$ cat config.mk
export PLATFORM = sky130hd
export DESIGN_NAME = square_matrix_multiply_core_flat
export DESIGN_NICKNAME = d
export VERILOG_FILES = /design/src/hdl/smm_pkg.sv /design/src/hdl/smm_if.sv /design/src/hdl/square_matrix_multiply_core.sv /design/src/hdl/smm_mem.sv /design/src/hdl/smm_mac.sv /design/src/flat_wrapper.sv
export VERILOG_INCLUDE_DIRS = /design/src /design/src/hdl
export SDC_FILE = /design/constraint.sdc
export NUM_CORES = 1
export LEC_CHECK = 0
export ABC_AREA = 1
export BUFFER_PORTS_ARGS = -buffer_cell sky130_fd_sc_hd__buf_2
export CAP_MARGIN = 20
export CORE_MARGIN = 8
export CORE_UTILIZATION = 55
export CTS_BUF_LIST = sky130_fd_sc_hd__clkbuf_8
export DETAILED_ROUTE_END_ITERATION = 6
export PLACE_DENSITY = 0.71
export SETUP_SLACK_MARGIN = 0.05
export SYNTH_ARGS = -nofsm -noshare
export SYNTH_HDL_FRONTEND = slang
export SYNTH_SLANG_ARGS = --single-unit
$ cat constraint.sdc
create_clock -name clock -period 6.7 [get_ports clock]
set_clock_uncertainty 0.15 [all_clocks]
set_input_delay 0.67 -clock clock [delete_from_list [all_inputs] [get_ports clock]]
set_output_delay 0.67 -clock clock [all_outputs]
set_load 0.02 [all_outputs]
$ cat src/hdl/square_matrix_multiply_core_defines.svh
// Assertion macros shared by the matrix multiply core.
`ifndef SQUARE_MATRIX_MULTIPLY_CORE_DEFINES_SVH
`define SQUARE_MATRIX_MULTIPLY_CORE_DEFINES_SVH

// Same-cycle implication, checked on every rising clock edge outside reset.
`define SMM_ASSERT_SAME(lbl, clk, rst, ante, cons, msg) \
   lbl: assert property (@(posedge clk) disable iff (rst) (ante) |-> (cons)) \
      else $error(msg);

// Next-cycle implication.
`define SMM_ASSERT_NEXT(lbl, clk, rst, ante, cons, msg) \
   lbl: assert property (@(posedge clk) disable iff (rst) (ante) |=> (cons)) \
      else $error(msg);

`endif

$ cat src/hdl/smm_pkg.sv
// Shared types and field widths of the matrix multiply core.
package smm_pkg;

   localparam int ELEM_W = 16;
   localparam int MUL_W  = 2 * ELEM_W;
   localparam int PROD_W = 33;
   localparam int IDX_W  = 2;

   typedef logic signed [ELEM_W-1:0] elem_type;
   typedef logic signed [MUL_W-1:0]  mul_type;
   typedef logic signed [PROD_W-1:0] prod_type;
   typedef logic [IDX_W-1:0]         idx_type;

   // Control that travels with each pair of operand reads.
   typedef struct packed {
      logic valid;
      logic first;
      logic last;
   } smm_tag_type;

endpackage

$ cat src/hdl/smm_if.sv
// Request and response channel interfaces of the matrix multiply core.
interface smm_req_if import smm_pkg::*; ();
   logic     valid;
   logic     ready;
   elem_type element;

   modport source (output valid, output element, input ready);
   modport sink (input valid, input element, output ready);
endinterface

interface smm_rsp_if import smm_pkg::*; ();
   logic     valid;
   logic     ready;
   prod_type product_value;
   idx_type  row_index;
   idx_type  col_index;
   logic     last_entry;

   modport source (output valid, output product_value, output row_index,
                   output col_index, output last_entry, input ready);
   modport sink (input valid, input product_value, input row_index,
                 input col_index, input last_entry, output ready);
endinterface

$ cat src/hdl/square_matrix_multiply_core.sv
// Square signed matrix multiplier, C = A x B, DIM x DIM, one shared MAC unit.
// The request channel takes 2*DIM*DIM signed 16-bit elements, one per request:
// A in row-major order, then B in row-major order. Elements load one per cycle.
// After the last element of B the core stops taking requests and computes the
// DIM*DIM entries of C in row-major order on a single multiply-accumulate unit.
// Each entry leaves on the response channel with its row, column and a last
// flag set on the final entry; then the core takes the next pair of matrices.
// Each entry takes DIM operand reads (one product per cycle through the MAC),
// then drains through the store read, multiply and accumulate registers into
// the response register. A stalled receiver holds the response register and
// the sequencer waits on it; nothing is lost. Synchronous reset returns the
// core to loading with the element count at zero and no response pending.
`include "square_matrix_multiply_core_defines.svh"

module square_matrix_multiply_core import smm_pkg::*; #(
   parameter int DIM = 3
) (
   input  logic      clock,
   input  logic      reset,
   smm_req_if.sink   req_if,
   smm_rsp_if.source rsp_if
);

   localparam int CELLS = DIM * DIM;
   localparam int TOTAL = 2 * CELLS;
   localparam int AW    = $clog2(CELLS);
   localparam int LW    = $clog2(TOTAL);
   localparam int IW    = $clog2(DIM);

   localparam logic [1:0] S_LOAD  = 2'd0;
   localparam logic [1:0] S_ISSUE = 2'd1;
   localparam logic [1:0] S_WAIT  = 2'd2;
   localparam logic [1:0] S_HOLD  = 2'd3;

   logic [1:0]    state_ff, state_in;
   logic [LW-1:0] load_count_ff, load_count_in;
   logic [IW-1:0] k_ff, k_in;
   logic [IW-1:0] row_ff, row_in;
   logic [IW-1:0] col_ff, col_in;
   logic [AW-1:0] row_base_ff, row_base_in;
   logic [AW-1:0] a_ptr_ff, a_ptr_in;
   logic [AW-1:0] b_ptr_ff, b_ptr_in;
   logic          rsp_valid_ff, rsp_valid_in;
   prod_type      product_ff, product_in;

   logic          req_accept;
   logic          rsp_accept;
   logic          load_in_b;
   logic          k_end;
   logic          row_end;
   logic          entry_last;
   smm_tag_type   tag;
   elem_type      a_data;
   elem_type      b_data;
   logic          mac_done;
   prod_type      mac_sum;

   assign req_if.ready = (state_ff == S_LOAD);
   assign req_accept   = req_if.valid && req_if.ready;
   assign rsp_accept   = rsp_valid_ff && rsp_if.ready;

   assign load_in_b  = (load_count_ff >= LW'(CELLS));
   assign k_end      = (k_ff == IW'(DIM - 1));
   assign row_end    = (col_ff == IW'(DIM - 1));
   assign entry_last = row_end && (row_ff == IW'(DIM - 1));

   assign tag = '{valid: (state_ff == S_ISSUE), first: (k_ff == '0), last: k_end};

   smm_mem #(.DEPTH(CELLS), .WIDTH(ELEM_W)) u_left_store (
      .clock   (clock),
      .wr_en   (req_accept && !load_in_b),
      .wr_addr (load_count_ff[AW-1:0]),
      .wr_data (req_if.element),
      .rd_en   (tag.valid),
      .rd_addr (a_ptr_ff),
      .rd_data (a_data)
   );

   smm_mem #(.DEPTH(CELLS), .WIDTH(ELEM_W)) u_right_store (
      .clock   (clock),
      .wr_en   (req_accept && load_in_b),
      .wr_addr (AW'(load_count_ff - LW'(CELLS))),
      .wr_data (req_if.element),
      .rd_en   (tag.valid),
      .rd_addr (b_ptr_ff),
      .rd_data (b_data)
   );

   smm_mac u_mac (
      .clock     (clock),
      .reset     (reset),
      .tag       (tag),
      .a_operand (a_data),
      .b_operand (b_data),
      .done      (mac_done),
      .sum       (mac_sum)
   );

   always_comb begin
      state_in      = state_ff;
      load_count_in = load_count_ff;
      k_in          = k_ff;
      row_in        = row_ff;
      col_in        = col_ff;
      row_base_in   = row_base_ff;
      a_ptr_in      = a_ptr_ff;
      b_ptr_in      = b_ptr_ff;
      rsp_valid_in  = rsp_valid_ff;
      product_in    = product_ff;
      unique case (state_ff)
         S_LOAD: begin
            if (req_accept) begin
               if (load_count_ff == LW'(TOTAL - 1)) begin
                  load_count_in = '0;
                  state_in      = S_ISSUE;
                  k_in          = '0;
                  row_in        = '0;
                  col_in        = '0;
                  row_base_in   = '0;
                  a_ptr_in      = '0;
                  b_ptr_in      = '0;
               end else begin
                  load_count_in = load_count_ff + LW'(1);
               end
            end
         end
         S_ISSUE: begin
            // A walks along the row, B walks down the column.
            a_ptr_in = a_ptr_ff + AW'(1);
            b_ptr_in = b_ptr_ff + AW'(DIM);
            if (k_end) begin
               k_in     = '0;
               state_in = S_WAIT;
            end else begin
               k_in = k_ff + IW'(1);
            end
         end
         S_WAIT: begin
            if (mac_done) begin
               rsp_valid_in = 1'b1;
               product_in   = mac_sum;
               state_in     = S_HOLD;
            end
         end
         S_HOLD: begin
            if (rsp_accept) begin
               rsp_valid_in = 1'b0;
               if (entry_last) begin
                  state_in = S_LOAD;
               end else if (row_end) begin
                  row_in      = row_ff + IW'(1);
                  col_in      = '0;
                  row_base_in = row_base_ff + AW'(DIM);
                  a_ptr_in    = row_base_ff + AW'(DIM);
                  b_ptr_in    = '0;
                  state_in    = S_ISSUE;
               end else begin
                  col_in   = col_ff + IW'(1);
                  a_ptr_in = row_base_ff;
                  b_ptr_in = AW'(col_ff) + AW'(1);
                  state_in = S_ISSUE;
               end
            end
         end
      endcase
   end

   always_ff @(posedge clock) begin
      if (reset) begin
         state_ff      <= S_LOAD;
         load_count_ff <= '0;
         rsp_valid_ff  <= 1'b0;
      end else begin
         state_ff      <= state_in;
         load_count_ff <= load_count_in;
         rsp_valid_ff  <= rsp_valid_in;
      end
   end

   always_ff @(posedge clock) begin
      k_ff        <= k_in;
      row_ff      <= row_in;
      col_ff      <= col_in;
      row_base_ff <= row_base_in;
      a_ptr_ff    <= a_ptr_in;
      b_ptr_ff    <= b_ptr_in;
      product_ff  <= product_in;
   end

   assign rsp_if.valid         = rsp_valid_ff;
   assign rsp_if.product_value = product_ff;
   assign rsp_if.row_index     = IDX_W'(row_ff);
   assign rsp_if.col_index     = IDX_W'(col_ff);
   assign rsp_if.last_entry    = entry_last;

   `SMM_ASSERT_SAME(a_no_overlap, clock, reset, rsp_valid_ff, !req_if.ready, "request taken while a product is pending")
   `SMM_ASSERT_SAME(a_done_in_wait, clock, reset, mac_done, state_ff == S_WAIT, "MAC finished outside the wait state")
   `SMM_ASSERT_NEXT(a_final_load, clock, reset, req_accept && (load_count_ff == LW'(TOTAL - 1)), (state_ff == S_ISSUE) && (load_count_ff == '0), "final element did not start the product")
   `SMM_ASSERT_NEXT(a_last_out, clock, reset, rsp_accept && entry_last, state_ff == S_LOAD, "core did not return to loading after the last entry")

endmodule

$ cat src/hdl/smm_mem.sv
// Single-port-write, single-port-read matrix store with registered read data.
module smm_mem #(
   parameter int DEPTH = 9,
   parameter int WIDTH = 16,
   localparam int AW = $clog2(DEPTH)
) (
   input  logic             clock,
   input  logic             wr_en,
   input  logic [AW-1:0]    wr_addr,
   input  logic [WIDTH-1:0] wr_data,
   input  logic             rd_en,
   input  logic [AW-1:0]    rd_addr,
   output logic [WIDTH-1:0] rd_data
);

   logic [WIDTH-1:0] mem_ff [DEPTH];
   logic [WIDTH-1:0] rd_data_ff;

   always_ff @(posedge clock) begin
      if (wr_en) begin
         mem_ff[wr_addr] <= wr_data;
      end
   end

   always_ff @(posedge clock) begin
      if (rd_en) begin
         rd_data_ff <= mem_ff[rd_addr];
      end
   end

   assign rd_data = rd_data_ff;

endmodule

$ cat src/hdl/smm_mac.sv
// Shared multiply-accumulate unit: registered multiply, then a 33-bit accumulator.
module smm_mac import smm_pkg::*; (
   input  logic        clock,
   input  logic        reset,
   input  smm_tag_type tag,
   input  elem_type    a_operand,
   input  elem_type    b_operand,
   output logic        done,
   output prod_type    sum
);

   smm_tag_type tag_d1_ff;
   smm_tag_type tag_d2_ff;
   mul_type     prod_ff;
   prod_type    acc_ff;
   logic        done_ff;
   prod_type    prod_ext;

   // Operands show up in the cycle after the tag, from the stores' read registers.
   always_ff @(posedge clock) begin
      if (reset) begin
         tag_d1_ff <= '0;
         tag_d2_ff <= '0;
         done_ff   <= 1'b0;
      end else begin
         tag_d1_ff <= tag;
         tag_d2_ff <= tag_d1_ff;
         done_ff   <= tag_d2_ff.valid && tag_d2_ff.last;
      end
   end

   assign prod_ext = {{(PROD_W - MUL_W){prod_ff[MUL_W-1]}}, prod_ff};

   always_ff @(posedge clock) begin
      if (tag_d1_ff.valid) begin
         prod_ff <= a_operand * b_operand;
      end
      if (tag_d2_ff.valid) begin
         acc_ff <= tag_d2_ff.first ? prod_ext : acc_ff + prod_ext;
      end
   end

   assign done = done_ff;
   assign sum  = acc_ff;

endmodule

$ cat src/flat_wrapper.sv
// flat-port wrapper written by rule: the top's interface ports become plain ports
module square_matrix_multiply_core_flat import smm_pkg::*;
#(
   parameter int DIM = 3
)
  (clock, reset, req_if_valid, req_if_element, req_if_ready, rsp_if_valid, rsp_if_product_value, rsp_if_row_index, rsp_if_col_index, rsp_if_last_entry, rsp_if_ready);
  smm_req_if req_if_i ();
  smm_rsp_if rsp_if_i ();
  input  logic clock;
  input  logic reset;
  input wire logic [$bits(req_if_i.valid)-1:0] req_if_valid;
  input wire logic [$bits(req_if_i.element)-1:0] req_if_element;
  output wire logic [$bits(req_if_i.ready)-1:0] req_if_ready;
  output wire logic [$bits(rsp_if_i.valid)-1:0] rsp_if_valid;
  output wire logic [$bits(rsp_if_i.product_value)-1:0] rsp_if_product_value;
  output wire logic [$bits(rsp_if_i.row_index)-1:0] rsp_if_row_index;
  output wire logic [$bits(rsp_if_i.col_index)-1:0] rsp_if_col_index;
  output wire logic [$bits(rsp_if_i.last_entry)-1:0] rsp_if_last_entry;
  input wire logic [$bits(rsp_if_i.ready)-1:0] rsp_if_ready;
  assign req_if_i.valid = req_if_valid;
  assign req_if_i.element = req_if_element;
  assign req_if_ready = req_if_i.ready;
  assign rsp_if_valid = rsp_if_i.valid;
  assign rsp_if_product_value = rsp_if_i.product_value;
  assign rsp_if_row_index = rsp_if_i.row_index;
  assign rsp_if_col_index = rsp_if_i.col_index;
  assign rsp_if_last_entry = rsp_if_i.last_entry;
  assign rsp_if_i.ready = rsp_if_ready;
  square_matrix_multiply_core #(.DIM(DIM)) u_core (.clock(clock), .reset(reset), .req_if(req_if_i), .rsp_if(rsp_if_i));
endmodule
Word-level counts from Yosys, hierarchy flattened
Memories as Yosys holds them, arrays and structs flattened. A register that Yosys moved wholly into a read port is not among the register bits.
Cells that the tools add are included.
Widths: inputs -> output; s select.
{"block": "word_totals", "ff_bits": 131, "ram_bits": 288, "wordCells": 107, "memories": 2}
{"block": "op_classes", "addsub": 10, "magnitude_cmp": 1, "mul": 1, "mux": 39, "n_eq_ne": 14, "reduce_logical": 21}
{"name": "u_core.u_left_store.mem_ff", "words": 9, "width": 16, "rd": 1, "rd_clocked_by_memory_dff": 1, "wr": 1, "line": "smm_mem.sv:16", "rtl": "logic [WIDTH-1:0] mem_ff [DEPTH];"}
{"name": "u_core.u_right_store.mem_ff", "words": 9, "width": 16, "rd": 1, "rd_clocked_by_memory_dff": 1, "wr": 1, "line": "smm_mem.sv:16"}
{"operator": "$add 33x32->33", "n": 1}
{"operator": "$mux 33", "n": 1}
{"operator": "$mul 16x16->32", "n": 1}
{"operator": "$mux 4", "n": 8}
{"operator": "$mux 2", "n": 14}
{"operator": "$pmux 4 s3", "n": 2}
{"operator": "$reduce_and 5->1", "n": 3}
{"operator": "$pmux 2 s2", "n": 3}
{"operator": "$eq 2x2->1 const B", "n": 5}
{"operator": "$add 4x2->4 const B", "n": 2}
{"operator": "$ne 2x2->1 const B", "n": 4}
{"operator": "$pmux 2 s4", "n": 1}
{"operator": "$pmux 4 s2", "n": 1}
{"operator": "$mux 1", "n": 7}
{"operator": "$add 2x1->2 const B", "n": 3}
{"operator": "$logic_and 1x1->1", "n": 6}
{"operator": "$ne 2x1->1 const B", "n": 3}
{"operator": "$reduce_and 3->1", "n": 2}
{"operator": "$reduce_and 6->1", "n": 1}
{"operator": "$reduce_bool 2->1", "n": 3}
{"operator": "$add 5x1->5 const B", "n": 1}
{"operator": "$eq 5x5->1 const B", "n": 1}
{"operator": "$ge 5x4->1 const B", "n": 1}
{"operator": "$mux 5", "n": 1}
{"operator": "9 further kinds", "n": 11}

Longest topological paths before layout
Gate-level depths: netlist of run 1.
{"block": "depth", "depth_word": 5, "mapped_depth": 27, "depth_no_buf": 25}

Cells and area by module
From an unflattened synthesis of run 1, not the netlist that was laid out.
{"block": "unflattened", "hier_cells": 3464, "hier_area_um2": 31408.9}
{"mod": "smm_mac", "cells_each": 2074, "seq_area_each_um2": 2092.0, "n_inst": 1, "area_per_inst_um2": 15605.0}
{"mod": "smm_mem", "cells_each": 594, "seq_area_each_um2": 4804.6, "n_inst": 2, "area_per_inst_um2": 6625.1}
{"mod": "square_matrix_multiply_core", "cells_each": 202, "seq_area_each_um2": 1691.6, "n_inst": 1, "area_per_inst_um2": 2553.7}

Least setup slack after synthesis of run 1
No wires, ideal clock.
{"block": "synth_timing", "path_kind": "register to register", "from": "register u_core.u_right_store.rd_data_ff[5], in the netlist u_core.u_right_store.rd_data[5] (read register of u_core.u_right_store.mem_ff)", "to": "register u_core.u_mac.prod_ff[31] (data pin)", "required_ns": 6.298, "setup_ns": 0.252, "path_stages_with_launch": 23, "path_slack_ns": 1.063, "path_buffers": 2, "t_arrival_ns": 5.235, "path_cell_list": "edfxtp_1 -> clkbuf_1 -> clkbuf_1 -> nand2_1 -> fa_1 -> inv_1 -> fa_1 -> inv_1 -> fa_1 -> fa_1 -> fa_1 -> fa_1 -> inv_1 -> ha_1 -> nand2_1 -> nor2_1 -> nand2_1 -> nor2_1 -> nand2_1 -> nand3_2 -> inv_1 -> nand3_1 -> nand2_1"}
{"block": "synth_via", "elab_chain_len": 1}
{"element": "start, declared", "line": "smm_mem.sv:17", "rtl": "logic [WIDTH-1:0] rd_data_ff;"}
{"element": "$mul 16x16->32", "line": "smm_mac.sv:36", "rtl": "prod_ff <= a_operand * b_operand;"}
{"element": "end signal, assigned", "line": "smm_mac.sv:36"}
{"element": "end, declared", "line": "smm_mac.sv:14", "rtl": "mul_type prod_ff;"}
Every way passes these cells.
A chain may end at the register's enable or synchronous reset.

Final worst setup path of run 1
{"block": "layout_timing", "from": "register u_core.u_left_store.rd_data_ff[15], in the netlist u_core.u_left_store.rd_data[15] (read register of u_core.u_left_store.mem_ff)", "to": "register u_core.u_mac.prod_ff[27] (data pin)"}
{"block": "layout_via", "elab_chain_len": 1}
{"element": "start, declared", "line": "smm_mem.sv:17"}
{"element": "$mul 16x16->32", "line": "smm_mac.sv:36"}
Every way passes these cells.

==> out/results.tsv, run 1 <==
stage	metric	value	unit
status	status	finished clean	
cells_and_area	seqCellArea	0.01339	mm^2
clocking	cts_buffers	75	
cells_and_area	fillCellCount	4457	
clocking	cts_resized	0	
timing	fmax	0.1611	GHz
timing	setup_violations	0	
clocking	cts-hold-fix-buffers	0	
synthesis	syn-num-nets	3513	
synthesis	synth_top_family_by_area	adder cells	
synthesis	ys.flop_type	edfxtp_1	
synthesis	synthCells	3097	
setup_path	critPathBufInv	3	
floorplan	row_count	86	
route	wirelength	72900	um
placed_design	post-place-ws	0.3716	ns
setup_path	slowest_stage	fa_1	
synthesis	synth_edf_count	436	
floorplan	dieArea	0.06279	mm^2
synthesis	synthAdderAreaFrac	0.2290	
cells_and_area	drive_gt1_frac	0.07680	
synthesis	synth-seq-area-share	0.4426	
synthesis	synth_area	0.03026	mm^2
clocking	cts_setup_buffers	0	
setup_path	cpMostUsedCell	fa_1	
setup_path	max_stage_delay	0.84	ns
timing	holdWs	0.1740	ns
clocking	tritoncts	built	
clocking	clock_path_buffers	3	
floorplan	initial_utilization	0.5525	
hold_path	hold_path.class	in -> reg	
route	vias	21180	
global_route	grt-ovfl-total	0	
cells_and_area	diodes	0	
placed_design	place.gp.congestion	0.9244	
route	first_pass_iters	5	
global_route	grt_pass1_vias	21640	
floorplan	ios	60	
synthesis	muxShareOfSynthArea	0.01058	
setup_path	worstSetupEndpointType	register	
setup_path	critPathKind	reg -> reg	
flow_run	drv_cap	0	
clocking	clk_latency	0.67	ns
route	drtIter0Drc	1602	
timing	post-route-period-util	0.9264	
timing	rsz0062_at_grt	no	
floorplan	core-area	0.05477	mm^2
timing	fin_setup_tns	0	ns
cells_and_area	multiInputGateArea	0.01414	mm^2
cells_and_area	layout_commonest_cell	nand2_1	
route	drc_errors	0	
cells_and_area	post-route-util	0.5967	
clocking	cts_sinks	451	
clocking	clkTransAtPathRegs	0.06	ns
setup_path	cp_max_fo	16	
setup_path	critPathLaunchType	register	
cells_and_area	nets	3562	
timing	worst_pin_slew	1.080	ns
global_route	grt.total_usage	0.2328	
clocking	h-tree-depth	3	
setup_path	worst_ep_required_time	6.95	ns
floorplan	die_h	250.6	um
cells_and_area	area_growth	7.992	%
synthesis	ys_async_sr_fraction	0	
route	wl_per_cell	18.66	um
timing	period_needed	6.207	ns
floorplan	die_x	250.6	um
setup_path	path_cells	nand2_1, inv_1, fa_1, fa_1, fa_1, fa_1, fa_1, inv_1, fa_1, inv_1, ha_1, nand2_1, nor2_1, nand2_1, nor4_1, nand2_1, nand4_1, nand2_1	
route	via_per_inst	5.422	
global_route	antenna_found_initial	0	
clocking	clockRootBuffer	clkbuf_8	
placed_design	io_buffers	59	
global_route	grt_pass1_wl	116100	um
timing	drv_slew	0	
synthesis	ys_types	49	
synthesis	avgSynthCellArea	9.772	um^2
timing	finalWorstSetupSlack	0.4929	ns
synthesis	synth-compound-area-share	0.06570	
synthesis	synth_xor_area_frac	0.009840	
synthesis	yosys.area_share.simple	0.1467	
cells_and_area	layout_common_cells	nand2_1, inv_1, edfxtp_1	
global_route	grt_max_degree	67	
placed_design	place_hpwl	53310	um
route	drtAntennaViolNets	0	
setup_path	critPathTopFamily	adder cells	
synthesis	ys_ff_latch	451	
timing	finalHoldViolations	0	
setup_path	arrival	6.46	ns
synthesis	yosys_warnings	0	
timing	slew_headroom	0.2778	
[metrics by stage]
step,std cells,cell area (um^2)
after floorplan,3097,30260
after global placement,3769,31270
after detailed placement,3769,31270
after CTS,3903,32620
after global routing,3907,32680
final,3907,32680
[per-layer routing]
layer	up-vias	GRT usage	share of wire
met1	10240	0.2972	0.41
met5	-	0	0
met3	168	0.04084	0.069
li1	9967	-	-
met4	0	0.08480	0.032
met2	812	0.3964	0.49
[flip-flops by register name, indices dropped and copies added, names as in the netlist, 4 cells and up]
signal and cells:
u_core.u_mac.prod_ff 32, u_core.row_base_ff 4, u_core.load_count_ff 5, u_core.u_left_store.mem_ff 144, u_core.u_right_store.mem_ff 144, u_core.b_ptr_ff 4
u_core.a_ptr_ff 4, u_core.u_right_store.rd_data 16, u_core.u_mac.sum 33, u_core.rsp_if.product_value 33, u_core.u_left_store.rd_data 16
[synth_stat cells, types with 2 or more instances]
library cell | instances | share of area
a211oi_1 | 2 | 0.00050
a21o_1 | 9 | 0.0022
a21oi_1 | 116 | 0.019
and2_1 | 3 | 0.00062
and3_1 | 3 | 0.00062
buf_2 | 12 | 0.0020
buf_4 | 4 | 0.00099
buf_6 | 6 | 0.0022
clkbuf_1 | 94 | 0.012
clkinv_1 | 3 | 0.00037
dfxtp_1 | 15 | 0.0099
edfxtp_1 | 436 | 0.43
fa_1 | 263 | 0.17
ha_1 | 133 | 0.055
inv_1 | 613 | 0.076
inv_2 | 6 | 0.00074
mux2i_1 | 32 | 0.011
nand2_1 | 697 | 0.086
nand2_2 | 13 | 0.0027
nand3_1 | 97 | 0.016
nand3_2 | 4 | 0.0013
nand3b_1 | 6 | 0.0015
nand4_1 | 13 | 0.0027
nor2_1 | 188 | 0.023
nor2_2 | 8 | 0.0017
nor3_1 | 24 | 0.0040
nor3_2 | 3 | 0.00099
nor4_1 | 5 | 0.0010
o211ai_1 | 34 | 0.0084
o21ai_0 | 151 | 0.025
o21ai_1 | 6 | 0.00099
o21bai_1 | 5 | 0.0012
o22ai_1 | 34 | 0.0070
or2_1 | 3 | 0.00062
or2_2 | 10 | 0.0021
xnor2_1 | 12 | 0.0035
xor2_1 | 22 | 0.0064
[worst register-to-register path, stage by stage (launching register included)]
cell and delay (ns):
edfxtp_1 0.61, nand2_1 0.22, inv_1 0.10, fa_1 0.64, fa_1 0.85, fa_1 0.52
fa_1 0.51, fa_1 0.50, inv_1 0.05, fa_1 0.47, inv_1 0.04, ha_1 0.36
nand2_1 0.13, nor2_1 0.22, nand2_1 0.11, nor4_1 0.18, nand2_1 0.14, nand4_1 0.09
nand2_1 0.05
[final timing paths]
kind / start / endpoint / slack, ns / cells after the start
hold reg to reg: u_core.u_mac.tag_d1_ff[0] / u_core.u_mac.tag_d2_ff[0] / 0.27 / 2
setup reg to reg: u_core.u_left_store.rd_data[15] / u_core.u_mac.prod_ff[27] / 0.49 / 18
hold / removal: reset / u_core.load_count_ff[3] / 0.17 / 2
setup / recovery: u_core.u_left_store.rd_data[15] / u_core.u_mac.prod_ff[27] / 0.49 / 18
[cells by family after synthesis]
family                     after synthesis
xor gates and xnor gates                34
muxes                                   32
AOI/OAI and AO/OA                      361
DFF                                    451
buffers and inverters                  742
and+or+nand+nor                       1081
adders and majority gates              396
[layout make-up]
class                      count  area share
tap                          704     0.02695
sequential                   451      0.4098
clock buffer                  76     0.03201
inverter                     623     0.07198
timing repair buffer          91     0.01738
clock inverter                58    0.009265
multi-input combinational   1904      0.4326
Power of run 1 is left out: the tool's default activity adds up to more than one toggle a clock period on the data nets, which glitch-free logic cannot reach.
==> run 2, diff against run 1 <==
==> constraint.sdc (replaced) <==
create_clock -name clock -period 7.6 [get_ports clock]
set_clock_uncertainty 0.15 [all_clocks]
set_input_delay 0.76 -clock clock [delete_from_list [all_inputs] [get_ports clock]]
set_output_delay 0.76 -clock clock [all_outputs]
set_load 0.02 [all_outputs]
==> run 2 against run 1 <==
  * Routed wire length increased by 1.5%
  * First-iteration DRC count is 4.7% higher
  * Die area is the same
  * Non-clock buffer count decreased by 11
  * Worst setup slack better by 0.76 ns
  * Worst hold slack better by 0.083 ns
  * Global-route usage is 0.38 points higher
  * Cell count is 0.54% lower
  * Highest routed layer is now met5
  * Cell area decreased by 0.25%
==> out/results.tsv, run 2 (synthesized netlist as in run 1, its figures left out) <==
stage	metric	value	unit	change
status	status	finished clean		
placed_design	place_hpwl	54220	um	+1.7%
cells_and_area	drive_gt1_frac	0.07322		-0.003579
clocking	h-tree-depth	3		unchanged
clocking	clk_latency	0.68	ns	about the same
setup_path	worstSetupEndpointType	register		
timing	finalHoldViolations	0		unchanged
timing	drv_slew	0		unchanged
route	wirelength	73960	um	+1.5%
floorplan	row_count	86		unchanged
clocking	cts_buffers	74		-1.3%
cells_and_area	nets	3550		-0.34%
floorplan	initial_utilization	0.5525		unchanged
placed_design	io_buffers	59		unchanged
clocking	tritoncts	built		
cells_and_area	fillCellCount	4547		+2.0%
setup_path	reg2reg_to	u_core.u_mac.prod_ff[27]		
timing	period_needed	6.344	ns	+0.1367 ns
setup_path	reg2reg_slack	1.26	ns	+0.76 ns
cells_and_area	layout_common_cells	nand2_1, inv_1, edfxtp_1		
route	drtAntennaViolNets	0		unchanged
route	via_per_inst	5.431		+0.17%
cells_and_area	seqCellArea	0.01339	mm^2	unchanged
setup_path	r2r.worst_path.cells	18		unchanged
flow_run	drv_cap	0		unchanged
timing	slew_headroom	0.2557		-0.02203
timing	fin_setup_tns	0	ns	unchanged
global_route	grt-ovfl-total	0		unchanged
floorplan	die_x	250.6	um	unchanged
global_route	grt_pass1_vias	21600		-0.19%
timing	worst_pin_slew	1.113	ns	+0.03293 ns
clocking	clkTransAtPathRegs	0.06	ns	about the same
setup_path	cp-endpoint	u_core.u_mac.prod_ff[27]		
floorplan	core-area	0.05477	mm^2	unchanged
timing	fmax	0.1576	GHz	-2.2%
hold_path	hold_path.class	reg -> reg		
clocking	cts_setup_buffers	0		unchanged
timing	setup_violations	0		unchanged
timing	rsz0062_at_grt	no		
setup_path	cp_max_fo	16		unchanged
setup_path	critPathKind	reg -> reg		
cells_and_area	area_growth	7.723	%	
global_route	grt_pass1_wl	117500	um	+1.2%
setup_path	arrival	6.60	ns	+0.14 ns
floorplan	dieArea	0.06279	mm^2	unchanged
global_route	antenna_found_initial	1		+1
setup_path	crit_path_start	u_core.u_right_store.rd_data[2]		
cells_and_area	post-route-util	0.5952		-0.001485
floorplan	ios	60		unchanged
clocking	clock_path_buffers	3		unchanged
clocking	cts-hold-fix-buffers	0		unchanged
route	first_pass_iters	6		+1
setup_path	critPathLaunchType	register		
timing	post-route-period-util	0.8347		-0.09173
global_route	grt_max_degree	67		unchanged
floorplan	die_h	250.6	um	unchanged
setup_path	worst_ep_required_time	7.86	ns	+0.91 ns
clocking	cts_resized	0		unchanged
route	drtIter0Drc	1678		+4.7%
route	wl_per_cell	19.03	um	+2.0%
route	drc_errors	0		unchanged
setup_path	r2r-start	u_core.u_right_store.rd_data[2]		
placed_design	place.gp.congestion	0.9295		+0.55%
route	vias	21100		-0.37%
clocking	clockRootBuffer	clkbuf_8		
cells_and_area	layout_commonest_cell	nand2_1		
cells_and_area	multiInputGateArea	0.01414	mm^2	unchanged
clocking	cts_sinks	451		unchanged
cells_and_area	reg_top3	u_core.u_left_store.mem_ff x144, u_core.u_right_store.mem_ff x144		
global_route	grt.total_usage	0.2366		+0.003785
cells_and_area	diodes	0		unchanged
[run 2: cell count changes in the layout (fill, tap and decap cells not counted), sizes merged]
cell      delta
buf         -11
bufinv       +2
clkinv       -6
clkinvlp     -2
inv          -4
[run 2: stage by stage]
stage / cells / hold WS, ns / worst slack, ns / cell area, um^2
floorplan: 3097 / 0.2383 / 1.963 / 30260
global placement: 3760 / 0.2417 / 1.360 / 31200
detailed placement: 3761 / 0.2548 / 1.259 / 31230
CTS: 3885 / 0.2379 / 1.231 / 32580
global route: 3886 / 0.2710 / 0.8149 / 32600
finish: 3886 / 0.2570 / 1.256 / 32600
[run 2: metal layers]
metal / vias up / share of wire / GRT usage
li1: 9921 / - / -
met1: 10310 / 0.42 / 0.3076
met2: 739 / 0.49 / 0.4016
met3: 136 / 0.063 / 0.03659
met4: 2 / 0.030 / 0.08281
met5: - / 0.00012 / 0
[run 2: worst min path at each step]
stage                              start                        end  slack [ns]  cells past startpoint
2_1_floorplan  u_core.u_mac.tag_d1_ff[0]  u_core.u_mac.tag_d2_ff[0]        0.24                      2
3_3_place_gp   u_core.u_mac.tag_d1_ff[1]  u_core.u_mac.tag_d2_ff[1]        0.24                      2
3_5_place_dp   u_core.u_mac.tag_d1_ff[1]  u_core.u_mac.tag_d2_ff[1]        0.25                      2
4_1_cts                            reset  u_core.u_mac.tag_d1_ff[1]        0.24                      2
5_1_grt                            reset  u_core.u_mac.tag_d2_ff[1]        0.27                      2
6_report       u_core.u_mac.tag_d1_ff[0]  u_core.u_mac.tag_d2_ff[0]        0.26                      2
[run 2: layout make-up]
class	count	share of cell area
multi-input combinational	1904	0.4337
sequential	451	0.4108
inverter	623	0.07216
clock buffer	76	0.03209
tap	704	0.02702
timing repair buffer	80	0.01489
clock inverter	48	0.009326
[run 2: critical path: stages, from the launching register on]
cell,delay (ns)
edfxtp_1,0.77
nand2_1,0.19
inv_1,0.12
fa_1,0.55
fa_1,0.85
fa_1,0.53
fa_1,0.48
fa_1,0.51
inv_1,0.05
fa_1,0.47
inv_1,0.04
ha_1,0.39
nand2_1,0.15
nor2_1,0.22
nand2_1,0.14
nor4_1,0.18
nand2_1,0.14
nand4_1,0.09
nand2_1,0.05
Power of run 2 is left out for the same reason.
